[src/rtl/nce_pkg.sv]
// Package for the nonzero coordinate extractor: sizes, register indexes,
// element kind codes and the item types passed between the front, queue and back.
// No dependencies.
`default_nettype none

package nce_pkg;

    // Axis limits: the hardware has four coordinate ports; MAX_AXES caps the
    // number of axes that the coordinate counter tracks.
    localparam int MAX_AXES = 4;
    localparam int HW_AXES  = 4;
    localparam int AXES_LIM = (MAX_AXES < HW_AXES) ? MAX_AXES : HW_AXES;

    localparam int COORD_W = 16;
    localparam int COUNT_W = 32;
    localparam int ELEM_W  = 64;
    localparam int CFG_IDX_W  = 3;
    localparam int CFG_DATA_W = 16;
    localparam int KIND_W  = 3;
    localparam int AXCNT_W = 3;

    // Queue between front and back.
    localparam int QDEPTH = 4;
    localparam int QPTR_W = $clog2(QDEPTH);
    localparam int QCNT_W = $clog2(QDEPTH + 1);

    // Configuration register indexes.
    localparam logic [CFG_IDX_W-1:0] REG_AXIS_COUNT   = 3'd0;
    localparam logic [CFG_IDX_W-1:0] REG_SIZE_AXIS0   = 3'd1;
    localparam logic [CFG_IDX_W-1:0] REG_SIZE_AXIS1   = 3'd2;
    localparam logic [CFG_IDX_W-1:0] REG_SIZE_AXIS2   = 3'd3;
    localparam logic [CFG_IDX_W-1:0] REG_SIZE_AXIS3   = 3'd4;
    localparam logic [CFG_IDX_W-1:0] REG_ELEMENT_KIND = 3'd5;

    // Element kind codes.
    localparam logic [KIND_W-1:0] KIND_INT8    = 3'd0;
    localparam logic [KIND_W-1:0] KIND_INT32   = 3'd1;
    localparam logic [KIND_W-1:0] KIND_INT64   = 3'd2;
    localparam logic [KIND_W-1:0] KIND_FLOAT32 = 3'd3;
    localparam logic [KIND_W-1:0] KIND_FLOAT64 = 3'd4;

    // Result kind codes.
    localparam logic RESULT_COORD = 1'b0;
    localparam logic RESULT_COUNT = 1'b1;

    // One classified item: what results it causes and their payload.
    typedef struct packed {
        logic                             has_coord;
        logic                             has_count;
        logic [HW_AXES-1:0][COORD_W-1:0]  coord;
        logic [COUNT_W-1:0]               count;
    } entry_t;

    // Queue status seen by the front and the back.
    typedef struct packed {
        logic full;
        logic nonempty;
    } q_status_t;

endpackage

`default_nettype wire

[src/rtl/nce_front.sv]
// Front part: configuration registers, zero test, coordinate counter and
// running count. Depends on nce_pkg.
`default_nettype none

module nce_front (
    input  wire logic                             clk,
    input  wire logic                             rst_n,
    input  wire logic                             cfg_write,
    input  wire logic [nce_pkg::CFG_IDX_W-1:0]    cfg_index,
    input  wire logic [nce_pkg::CFG_DATA_W-1:0]   cfg_data,
    input  wire logic                             accept,
    input  wire logic [nce_pkg::ELEM_W-1:0]       element_bits,
    output nce_pkg::entry_t                       entry,
    output logic                                  entry_push
);

    logic [nce_pkg::AXCNT_W-1:0]  axis_count_reg;
    logic [nce_pkg::KIND_W-1:0]   element_kind_reg;
    logic [nce_pkg::HW_AXES-1:0][nce_pkg::COORD_W-1:0] size_reg;

    logic [nce_pkg::AXES_LIM-1:0][nce_pkg::COORD_W-1:0] pos_reg;
    logic [nce_pkg::AXES_LIM-1:0][nce_pkg::COORD_W-1:0] pos_next;
    logic [nce_pkg::COUNT_W-1:0]  count_reg;
    logic [nce_pkg::COUNT_W-1:0]  count_inc;

    logic [nce_pkg::AXCNT_W-1:0]  used_n;
    logic [nce_pkg::AXES_LIM-1:0] at_end;
    logic                         nz;
    logic                         last;

    // Configuration writes.
    always_ff @(posedge clk or negedge rst_n)
    begin
        if (!rst_n)
        begin
            axis_count_reg   <= nce_pkg::AXCNT_W'(1);
            element_kind_reg <= nce_pkg::KIND_INT64;
            for (int i = 0; i < nce_pkg::HW_AXES; i++)
            begin
                size_reg[i] <= nce_pkg::COORD_W'(1);
            end
        end
        else if (cfg_write)
        begin
            case (cfg_index)
                nce_pkg::REG_AXIS_COUNT:   axis_count_reg <= cfg_data[nce_pkg::AXCNT_W-1:0];
                nce_pkg::REG_SIZE_AXIS0:   size_reg[0] <= cfg_data;
                nce_pkg::REG_SIZE_AXIS1:   size_reg[1] <= cfg_data;
                nce_pkg::REG_SIZE_AXIS2:   size_reg[2] <= cfg_data;
                nce_pkg::REG_SIZE_AXIS3:   size_reg[3] <= cfg_data;
                nce_pkg::REG_ELEMENT_KIND: element_kind_reg <= cfg_data[nce_pkg::KIND_W-1:0];
                default: ;
            endcase
        end
    end

    // Number of axes in use, clamped into range.
    always_comb
    begin
        if (axis_count_reg == '0)
        begin
            used_n = nce_pkg::AXCNT_W'(1);
        end
        else if (axis_count_reg > nce_pkg::AXCNT_W'(nce_pkg::AXES_LIM))
        begin
            used_n = nce_pkg::AXCNT_W'(nce_pkg::AXES_LIM);
        end
        else
        begin
            used_n = axis_count_reg;
        end
    end

    // Zero test; the float kinds ignore the sign bit.
    always_comb
    begin
        case (element_kind_reg)
            nce_pkg::KIND_INT8:    nz = (element_bits[7:0] != '0);
            nce_pkg::KIND_INT32:   nz = (element_bits[31:0] != '0);
            nce_pkg::KIND_FLOAT32: nz = (element_bits[30:0] != '0);
            nce_pkg::KIND_FLOAT64: nz = (element_bits[62:0] != '0);
            default:               nz = (element_bits != '0);
        endcase
    end

    // An axis is at its end when position + 1 reaches its extent; a zero
    // extent counts as one.
    always_comb
    begin
        logic [nce_pkg::COORD_W:0] ext;
        for (int a = 0; a < nce_pkg::AXES_LIM; a++)
        begin
            ext = (size_reg[a] == '0) ? (nce_pkg::COORD_W+1)'(1) : {1'b0, size_reg[a]};
            at_end[a] = (({1'b0, pos_reg[a]} + (nce_pkg::COORD_W+1)'(1)) >= ext);
        end
    end

    // Final element of the tensor and the odometer step.
    always_comb
    begin
        logic carry;
        last  = 1'b1;
        carry = 1'b1;
        pos_next = pos_reg;
        for (int a = 0; a < nce_pkg::AXES_LIM; a++)
        begin
            if ((nce_pkg::AXCNT_W'(a) < used_n) && !at_end[a])
            begin
                last = 1'b0;
            end
        end
        for (int a = nce_pkg::AXES_LIM - 1; a >= 0; a--)
        begin
            if ((nce_pkg::AXCNT_W'(a) < used_n) && carry)
            begin
                if (at_end[a])
                begin
                    pos_next[a] = '0;
                end
                else
                begin
                    pos_next[a] = pos_reg[a] + nce_pkg::COORD_W'(1);
                    carry = 1'b0;
                end
            end
        end
    end

    assign count_inc = (nz && (count_reg != '1)) ? count_reg + nce_pkg::COUNT_W'(1)
                                                 : count_reg;

    always_ff @(posedge clk or negedge rst_n)
    begin
        if (!rst_n)
        begin
            pos_reg   <= '0;
            count_reg <= '0;
        end
        else if (accept)
        begin
            if (last)
            begin
                pos_reg   <= '0;
                count_reg <= '0;
            end
            else
            begin
                pos_reg   <= pos_next;
                count_reg <= count_inc;
            end
        end
    end

    // Classified item toward the queue; unused axes read as zero.
    always_comb
    begin
        entry.has_coord = nz;
        entry.has_count = last;
        entry.count     = count_inc;
        entry.coord     = '0;
        for (int a = 0; a < nce_pkg::AXES_LIM; a++)
        begin
            if (nce_pkg::AXCNT_W'(a) < used_n)
            begin
                entry.coord[a] = pos_reg[a];
            end
        end
    end

    assign entry_push = accept && (nz || last);

endmodule

`default_nettype wire

[src/rtl/nce_queue.sv]
// Short queue of classified items between the front and the back.
// Depends on nce_pkg.
`default_nettype none

module nce_queue (
    input  wire logic              clk,
    input  wire logic              rst_n,
    input  wire logic              push,
    input  wire nce_pkg::entry_t   push_entry,
    input  wire logic              deq,
    output nce_pkg::entry_t        head_entry,
    output nce_pkg::q_status_t     status
);

    nce_pkg::entry_t              mem_reg [nce_pkg::QDEPTH];
    logic [nce_pkg::QPTR_W-1:0]   wptr_reg;
    logic [nce_pkg::QPTR_W-1:0]   rptr_reg;
    logic [nce_pkg::QCNT_W-1:0]   cnt_reg;
    logic                         do_push;
    logic                         do_deq;

    assign status.full     = (cnt_reg == nce_pkg::QCNT_W'(nce_pkg::QDEPTH));
    assign status.nonempty = (cnt_reg != '0);
    assign do_push = push && !status.full;
    assign do_deq  = deq && status.nonempty;
    assign head_entry = mem_reg[rptr_reg];

    always_ff @(posedge clk)
    begin
        if (do_push)
        begin
            mem_reg[wptr_reg] <= push_entry;
        end
    end

    always_ff @(posedge clk or negedge rst_n)
    begin
        if (!rst_n)
        begin
            wptr_reg <= '0;
            rptr_reg <= '0;
            cnt_reg  <= '0;
        end
        else
        begin
            if (do_push)
            begin
                wptr_reg <= (wptr_reg == nce_pkg::QPTR_W'(nce_pkg::QDEPTH - 1))
                            ? '0 : wptr_reg + nce_pkg::QPTR_W'(1);
            end
            if (do_deq)
            begin
                rptr_reg <= (rptr_reg == nce_pkg::QPTR_W'(nce_pkg::QDEPTH - 1))
                            ? '0 : rptr_reg + nce_pkg::QPTR_W'(1);
            end
            case ({do_push, do_deq})
                2'b10:   cnt_reg <= cnt_reg + nce_pkg::QCNT_W'(1);
                2'b01:   cnt_reg <= cnt_reg - nce_pkg::QCNT_W'(1);
                default: cnt_reg <= cnt_reg;
            endcase
        end
    end

endmodule

`default_nettype wire

[src/rtl/nce_back.sv]
// Back part: expands each queued item into its one or two results and holds
// the oldest result in an output register. Depends on nce_pkg.
`default_nettype none

module nce_back (
    input  wire logic                              clk,
    input  wire logic                              rst_n,
    input  wire nce_pkg::q_status_t                q_status,
    input  wire nce_pkg::entry_t                   head_entry,
    output logic                                   deq,
    input  wire logic                              pop,
    output logic                                   out_valid,
    output logic                                   result_kind,
    output logic [nce_pkg::HW_AXES-1:0][nce_pkg::COORD_W-1:0] coord,
    output logic [nce_pkg::COUNT_W-1:0]            nonzero_count,
    output logic                                   last_of_run
);

    logic out_valid_reg;
    logic phase_reg;
    logic load;
    logic emit_coord;
    logic kind_reg;
    logic last_reg;
    logic [nce_pkg::HW_AXES-1:0][nce_pkg::COORD_W-1:0] coord_reg;
    logic [nce_pkg::COUNT_W-1:0] count_reg;

    // phase_reg is set once the coordinate result of a two-result item has gone out.
    assign load       = q_status.nonempty && (!out_valid_reg || pop);
    assign emit_coord = head_entry.has_coord && !phase_reg;
    assign deq        = load && (!emit_coord || !head_entry.has_count);

    always_ff @(posedge clk or negedge rst_n)
    begin
        if (!rst_n)
        begin
            out_valid_reg <= 1'b0;
            phase_reg     <= 1'b0;
        end
        else if (load)
        begin
            out_valid_reg <= 1'b1;
            phase_reg     <= emit_coord && head_entry.has_count;
        end
        else if (pop)
        begin
            out_valid_reg <= 1'b0;
        end
    end

    always_ff @(posedge clk)
    begin
        if (load)
        begin
            kind_reg  <= emit_coord ? nce_pkg::RESULT_COORD : nce_pkg::RESULT_COUNT;
            coord_reg <= emit_coord ? head_entry.coord : '0;
            count_reg <= head_entry.count;
            last_reg  <= emit_coord ? !head_entry.has_count : 1'b1;
        end
    end

    assign out_valid     = out_valid_reg;
    assign result_kind   = kind_reg;
    assign coord         = coord_reg;
    assign nonzero_count = count_reg;
    assign last_of_run   = last_reg;

endmodule

`default_nettype wire

[src/rtl/nonzero_coordinate_extractor_top.sv]
// Top level of the nonzero coordinate extractor: front, queue and back.
// Depends on nce_pkg, nce_front, nce_queue and nce_back.
//
//   Channel   Handshake          Payload
//   input     push / full        element_bits
//   result    empty / pop        result_kind, coord0..coord3, nonzero_count, last_of_run
//   config    cfg_write          cfg_index, cfg_data
//
// The front takes one item per cycle while the four-entry queue has room; the
// coordinate counter and running count update in the cycle of acceptance.
// The back sends one result per cycle from its output register unless pop stalls,
// so a nonzero item at the end of a tensor yields a coordinate and then a count result.
// Reset (rst_n low, asynchronous) restores the register defaults, clears the
// counter, the count and the queue. full rises only when the queue is full;
// a stalled pop holds the result on the ports.
`default_nettype none

module nonzero_coordinate_extractor_top (
    input  wire logic                            clk,
    input  wire logic                            rst_n,
    input  wire logic                            cfg_write,
    input  wire logic [nce_pkg::CFG_IDX_W-1:0]   cfg_index,
    input  wire logic [nce_pkg::CFG_DATA_W-1:0]  cfg_data,
    input  wire logic                            push,
    output logic                                 full,
    input  wire logic [nce_pkg::ELEM_W-1:0]      element_bits,
    output logic                                 empty,
    input  wire logic                            pop,
    output logic                                 result_kind,
    output logic [nce_pkg::COORD_W-1:0]          coord0,
    output logic [nce_pkg::COORD_W-1:0]          coord1,
    output logic [nce_pkg::COORD_W-1:0]          coord2,
    output logic [nce_pkg::COORD_W-1:0]          coord3,
    output logic [nce_pkg::COUNT_W-1:0]          nonzero_count,
    output logic                                 last_of_run
);

    nce_pkg::entry_t     push_entry;
    nce_pkg::entry_t     head_entry;
    nce_pkg::q_status_t  q_status;
    logic                entry_push;
    logic                deq;
    logic                accept;
    logic                out_valid;
    logic [nce_pkg::HW_AXES-1:0][nce_pkg::COORD_W-1:0] coord;

    // An item is taken whenever the queue has room, even if it causes no result.
    assign full   = q_status.full;
    assign accept = push && !q_status.full;

    nce_front u_front (
        .clk          (clk),
        .rst_n        (rst_n),
        .cfg_write    (cfg_write),
        .cfg_index    (cfg_index),
        .cfg_data     (cfg_data),
        .accept       (accept),
        .element_bits (element_bits),
        .entry        (push_entry),
        .entry_push   (entry_push)
    );

    nce_queue u_queue (
        .clk        (clk),
        .rst_n      (rst_n),
        .push       (entry_push),
        .push_entry (push_entry),
        .deq        (deq),
        .head_entry (head_entry),
        .status     (q_status)
    );

    nce_back u_back (
        .clk           (clk),
        .rst_n         (rst_n),
        .q_status      (q_status),
        .head_entry    (head_entry),
        .deq           (deq),
        .pop           (pop),
        .out_valid     (out_valid),
        .result_kind   (result_kind),
        .coord         (coord),
        .nonzero_count (nonzero_count),
        .last_of_run   (last_of_run)
    );

    assign empty  = !out_valid;
    assign coord0 = coord[0];
    assign coord1 = coord[1];
    assign coord2 = coord[2];
    assign coord3 = coord[3];

endmodule

`default_nettype wire
[config.mk]
export PLATFORM = sky130hd
export DESIGN_NAME = nonzero_coordinate_extractor_top
export DESIGN_NICKNAME = d
export VERILOG_FILES = /design/src/rtl/nce_pkg.sv /design/src/rtl/nce_front.sv /design/src/rtl/nce_queue.sv /design/src/rtl/nce_back.sv /design/src/rtl/nonzero_coordinate_extractor_top.sv
export SDC_FILE = /design/constraint.sdc
export NUM_CORES = 1
export LEC_CHECK = 0
export BUFFER_PORTS_ARGS = -buffer_cell sky130_fd_sc_hd__buf_2
export CORE_MARGIN = 1.5
export CORE_UTILIZATION = 23
export DETAILED_ROUTE_END_ITERATION = 10
export PLACE_DENSITY_LB_ADDON = 0.3
export SETUP_SLACK_MARGIN = 0.15
export SLEW_MARGIN = 10
export SYNTH_ARGS = -nofsm -noshare
export SYNTH_HDL_FRONTEND = slang
export SYNTH_SLANG_ARGS = --single-unit
[constraint.sdc]
create_clock -name clk -period 20.8 [get_ports clk]
set_input_delay 2.08 -clock clk [delete_from_list [all_inputs] [get_ports clk]]
set_output_delay 2.08 -clock clk [all_outputs]
set_load 0.05 [all_outputs]
### After elaboration in Yosys (flattened, before gate mapping)

Memory sizes are Yosys's and may differ from the RTL's.
Index checks and enable logic that the tools add are counted.

* bits in writable memories: 392
* flip-flop bits (word level): 273
* memories kept: 1
* output and inout port bits: 100

Memory list
* u_queue.mem_reg: depth 4, bits a word 98, rd ports 1, clocked after Yosys merged registers in 0, wr ports 1, line nce_queue.sv:15 `nce_pkg::entry_t mem_reg [nce_pkg::QDEPTH];`

* $add $sub $neg: 13
* eq/ne operators: 14
* magnitude comparators: 9
* reductions and logical operators: 57
* multiplexer cells: 40

Operators with widths (number)
* 16-bit two-way mux: 16
* 16-bit by 1-bit adder with 17-bit output, second input constant: 4
* 17-bit greater-or-equal comparator: 4
* 16-bit by 1-bit adder with 16-bit output, second input constant: 4
* 16-bit logical NOT: 4
* 32-bit two-way mux: 2
* 64-bit two-way mux: 1
* 64-bit nonzero test: 1
* 63-bit nonzero test: 1
* 32-bit by 1-bit adder with 32-bit output, second input constant: 1
* 32-bit != test, second input constant: 1
* 32-bit nonzero test: 1
* 31-bit nonzero test: 1
* 2-bit AND reduction: 10
* 1-bit logical AND: 16
* 1-bit two-way mux: 15
* 3-bit equality test, second input constant: 4
* 2-bit nonzero test: 6
* 3-bit by 2-bit equality test with 1-bit output, second input constant: 3
* 1-bit logical NOT: 9
* 3-bit logical NOT: 3
* 8-bit nonzero test: 1
* 2-bit equality test, second input constant: 3
* 3-bit by 1-bit equality test with 1-bit output, second input constant: 2
* 13 further kinds: 20

### Logic depth before layout (Yosys ltp)

* depth after elaboration: 14
* depth in mapped cells: 24
* depth with buffers taken out: 23

### Modules after synthesis

From an unflattened synthesis, not the netlist that was laid out.

* cell total of the unflattened synthesis: 1988
* area total of the unflattened synthesis: 28885.2 um2

Modules (own cells, without submodules)
* nce_queue: times used 1, area an instance 14562.7 um2, cells each 553, sequential area each 11946.5 um2
* nce_front: times used 1, area an instance 10794.1 um2, cells each 1252, sequential area each 4161.5 um2
* nce_back: times used 1, area an instance 3510.9 um2, cells each 181, sequential area each 2992.9 um2
* nonzero_coordinate_extractor_top: times used 1, area an instance 17.5 um2, cells each 2, sequential area each 0.0 um2

### Worst setup path before layout

Ideal clock, no wire load.

* path kind: input port to flip-flop
* start point: in pop
* end point: reg u_queue.cnt_reg[2] in the netlist's numbering
* stages on the path: 10
* arrival: 8.681 ns
* setup slack: 12.039 ns
* data required time: 20.721 ns
* path through: inv_1 > a21oi_1 > nand2_1 > inv_1 > ha_1 > inv_1 > fa_1 > xor2_1 > nor2_1 > xor2_1

* longest elaborated chain between the ends: 6
* elaborated cells between the ends (all ways): 8
* those cells by class: eq/ne (2); mux (1); reduce/logical (5)

Ends and longest elaborated chain
* start: declaration: line nonzero_coordinate_extractor_top.sv:28 `input wire logic pop,`
* 1-bit logical OR *: line nce_back.sv:29 `assign load = q_status.nonempty && (!out_valid_reg || pop);`
* 1-bit logical AND *: line nce_back.sv:29
* via u_back.load: line nce_back.sv:21 `logic load;`
* 1-bit logical AND *: line nce_back.sv:31 `assign deq = load && (!emit_coord || !head_entry.has_count);`
* 1-bit logical AND *: line nce_queue.sv:25 `assign do_deq = deq && status.nonempty;`
* via u_queue.do_deq: line nce_queue.sv:20 `logic do_deq;`
* 2-bit by 1-bit equality test with 1-bit output / 2-bit equality test (equally long branches): line nce_queue.sv:56 `case ({do_push, do_deq})`
* 3-bit one-hot mux with 2 select lines / 2-bit nonzero test (equally long branches)
* end signal: assignment: line nce_queue.sv:57 `2'b10: cnt_reg <= cnt_reg + nce_pkg::QCNT_W'(1);`
* end signal: assignment: line nce_queue.sv:58 `2'b01: cnt_reg <= cnt_reg - nce_pkg::QCNT_W'(1);`
* end signal: assignment: line nce_queue.sv:59 `default: cnt_reg <= cnt_reg;`
* end: declaration: line nce_queue.sv:18 `logic [nce_pkg::QCNT_W-1:0] cnt_reg;`

Mark *: on every way through the listed nets, which the timed path passes. The rest lies on a longest branch.
A chain may end at the register's enable or synchronous reset.

### Worst setup path in the final report

* start point: reg u_front.pos_reg[18] in the netlist's numbering
* end point: mem u_queue.mem_reg[3][38] in the netlist's numbering (enable)

* longest elaborated chain between the ends: 12

Ends and longest elaborated chain
* start: declaration: line nce_front.sv:21 `logic [nce_pkg::AXES_LIM-1:0][nce_pkg::COORD_W-1:0] pos_reg;`
* start signal: assignment: line nce_front.sv:148 `pos_reg <= pos_next;`
* 16-bit by 1-bit adder with 17-bit output: line nce_front.sv:94 `at_end[a] = (({1'b0, pos_reg[a]} + (nce_pkg::COORD_W+1)'(1)) >= ext);`
* 17-bit greater-or-equal comparator: line nce_front.sv:94
* 1-bit logical NOT: line nce_front.sv:107 `if ((nce_pkg::AXCNT_W'(a) < used_n) && !at_end[a])`
* 1-bit logical AND: line nce_front.sv:107
* 1-bit two-way mux (3 in a row): line nce_front.sv:107
* 1-bit logical OR: line nce_front.sv:170 `assign entry_push = accept && (nz || last);`
* 1-bit logical AND: line nce_front.sv:170
* 1-bit logical AND: line nce_queue.sv:24 `assign do_push = push && !status.full;`
* 1-bit two-way mux: line nce_queue.sv:30 `if (do_push)`
* 1-bit two-way mux (not written as such): line nce_queue.sv:32 `mem_reg[wptr_reg] <= push_entry;`
* end: declaration: line nce_queue.sv:15

No other way between the ends.

==> results by group <==
STA
  • Final Skew: 32.41 ps
  • Worst relative slew slack: a little under a third
  • Slew of the pin with the lowest slew margin: 1025 ps
  • Final min period: 5985 ps
  • Setup TNS: 0 ps
  • Final setup fails: 0
  • Pins Over Slew Limit: 0
  • Final WS setup: between 10000 and 15000 ps
  • Final Hold Fails: 0
  • Unrepaired setup endpoints after global routing: false
  • Min Hold Slack: 493.1 ps
  • Fmax: around 170 MHz
  • Period utilization: 28.77%

Finish
  • Final Instance Area: 34360 µm²
  • Net count reported at finish: 2340
  • Layout Utilization: 27.40%
  • Layout cells sized above 1: 22.31%
  • Layout Cells excl Fill: 3891
  • Area Overhead vs Synth: 18.40%
  • Max reg flops: 392

Routing
  • Post-Route WL: 72340 µm
  • ANT nets after route: 0
  • Vias post-DR: 16680
  • Drt wl/cell: 18.59 µm
  • Drt first pass iters: 5
  • Residual DRC count: 0
  • Detail-routed via count per cell: 4.287
  • Starting DRT DRC Count: 997

Synth
  • Sequential-to-total area share from yosys stat: 65.81%
  • Cell taking the most area after synthesis: edfxtp_1
  • Synth Cell Area: 29020 µm²
  • Post-Syn Area per Cell: 14.56 µm²
  • #FFs+latches synth: 665
  • Number of synthesized flops with an enable pin: 490
  • Top-area cell type share of the netlist area: 50.70%
  • Main synth FF type: edfxtp_1
  • Yosys cell types: 84
  • Yosys warning total: 0
  • Post-synth ARST share: 26.32%
  • Gate Count Post-Synth: approximately 2000
  • Syn_nets: ~2200
  • Synth area leaders: edfxtp_1 51%, dfrtp_1 15%, mux4_2 7.6%

Global route
  • Initial antenna violation count: 6
  • Total grt overflow: 0
  • Vias in the first global route: 17350
  • Largest net degree at the start of global routing: 111
  • First-pass GRT wire length: about 110000 µm
  • All-Layer GR Usage: 11.32%

Clocking
  • Hold buffer count at CTS: 0
  • CTS tree: yes
  • # H-tree levels: 3
  • CTS clk-pin slew, worst paths: 60 ps
  • Clock tree buffer depth: 3
  • Clock sinks: 665
  • Worst skew pair latency: 630 ps
  • CTS Buf Count: 74
  • Post-CTS resize count: 0
  • Postcts setup bufs: 0
  • Clk root buf: clkbuf_16

Floorplan
  • Std cell rows: 130
  • DIE AREA: 128300 µm²
  • Starting Density: 23.14%
  • IO Pins: 188
  • Die width: 358.2 µm
  • CORE AREA: 125400 µm²
  • Die span in y: approximately 360 µm

Power and ir drop
  • Leakage power: 12.95 nW
  • Worst vdd ir: 0.07849 mV
  • Cell Pwr Density: 138.8 nW/µm²
  • Power, Total: 4.768 mW

Worst setup path
  • Worst path cell trace: nand3_2, nor2_1, and3_1, and3_1, nand3_1, xnor2_1, ha_1, and4_1, nand4_1, or4_1, o2111a_2, a31oi_4, nand3_2, buf_4, a21oi_2, and2_4, buf_4
  • Crit end category: flip-flop
  • Critical path launch point type: flip-flop
  • Crit-path max FO: 56
  • Worst Path Required: 21040 ps
  • Worst path slowest cell: and2_4
  • Kind of critical path: reg -> reg
  • Worst Path Arrival: around 6200 ps
  • Crit path largest cell delay: 810 ps

Placement
  • Gpl congestion: 0.7927
  • Post-placement cell count: about 3800
  • Port Buf Inserts: 187
  • Dpl hpwl: 48160 µm
  • Placed Area: 31820 µm²
  • Dpl ws: roughly 15000 ps

Status
  • Outcome: completed

Worst hold path
  • Worst Hold Class: reg -> reg

Run
  • Max_cap viols: 0
[cell usage in the layout, fill, tap and decap left out, types with 54 or more instances in the layout]
cell         n
xnor2_1     54
and3_1      92
ha_1        75
buf_2      186
inv_1       88
o21ai_0    112
nand2_1    166
dfrtp_1    167
clkbuf_16   76
mux4_2      98
edfxtp_1   490
nand3_1     81
and2_1      62
[per-layer routing]
| metal | share of wire (%) | up-vias | global-route usage, % |
|---|---|---|---|
| li1 | - | 7909 | - |
| met1 | 43 | 8362 | 14.22 |
| met2 | 51 | 313 | 19.73 |
| met3 | 3.7 | 98 | 1.756 |
| met4 | 2.5 | 0 | 3.873 |
| met5 | 0 | - | 0 |
[power by group]
group	internal, mW	total (mW)	switching (mW)
Clock	0.815	1.36	0.542
Sequential	1.85	2.00	0.149
Combinational	0.458	1.41	0.954
Total	3.12	4.77	1.64
[synthesized netlist by cell type, types with 4 or more instances]
cell type	instances
o31ai_1	12
a21o_1	14
clkbuf_1	72
nor3_1	20
and4_1	12
nand3_1	81
edfxtp_1	490
a2bb2oi_1	5
o21a_1	10
or2_2	4
and3_1	92
dfstp_2	6
nor2_1	35
buf_1	15
mux2_2	27
o22ai_1	4
o21ai_0	112
a22o_1	11
and2_1	66
xnor2_1	54
o21ai_1	4
xor2_1	36
a41o_1	4
buf_4	7
nor4_1	31
o21bai_1	5
o211ai_1	6
ha_1	75
a21oi_1	20
nand4_1	19
a31o_2	4
buf_2	12
mux4_2	98
nor3b_1	7
mux2i_1	5
nand2_1	166
inv_1	89
dfrtp_1	169
a211oi_1	8
nand2b_1	17
[critical path: cells and delay by family (launching register included)]
family	cells	cell delay, ps
buffers and inverters	2	970
adder cells (fa/ha/maj)	1	290
AO/OA/AOI/OAI	3	850
XOR/XNOR	1	160
flip-flops	1	460
AND/OR/NAND/NOR	10	2820
[kinds of logic (layout without fill, tap and decap cells)]
family          count (synthesis)  count (layout)  synth area share (%)
other cells                     0               4                     0
xor+xnor                       90              90                 2.716
buf+inv                       199             442                 2.772
fa+ha+maj                      76              76                 3.302
compound gates                259             259                 6.062
flops                         665             665                 65.81
mux                           130             130                 8.825
simple gates                  575             575                 10.51
[final timing paths]
kind | cells past startpoint | startpoint | slack [ps] | to
max | 17 | u_front.pos_reg[18] | 14820 | u_queue.mem_reg[3][38]
min | 1 | u_queue.cnt_reg[2] | 490 | u_queue.cnt_reg[2]
max reg2reg | 17 | u_front.pos_reg[18] | 14820 | u_queue.mem_reg[3][38]
min reg2reg | 1 | u_queue.cnt_reg[2] | 490 | u_queue.cnt_reg[2]
max in group asynchronous | 2 | rst_n | 17530 | u_queue.rptr_reg[1]
min in group asynchronous | 1 | rst_n | 1540 | u_front.pos_reg[3]
[final cells by class]
cell class | instances | area [µm²]
Inverter | 90 | 337.8
Fill cell | 12700 | 91040
Sequential cell | 665 | 19110
Clock inverter | 25 | 356.6
Tap cell | 1650 | 2064
Clock buffer | 112 | 2177
Antenna cell | 4 | 10.01
Multi-Input combinational cell | 1130 | 9154
Timing Repair Buffer | 215 | 1155
(Power assumes the default switching activity.)
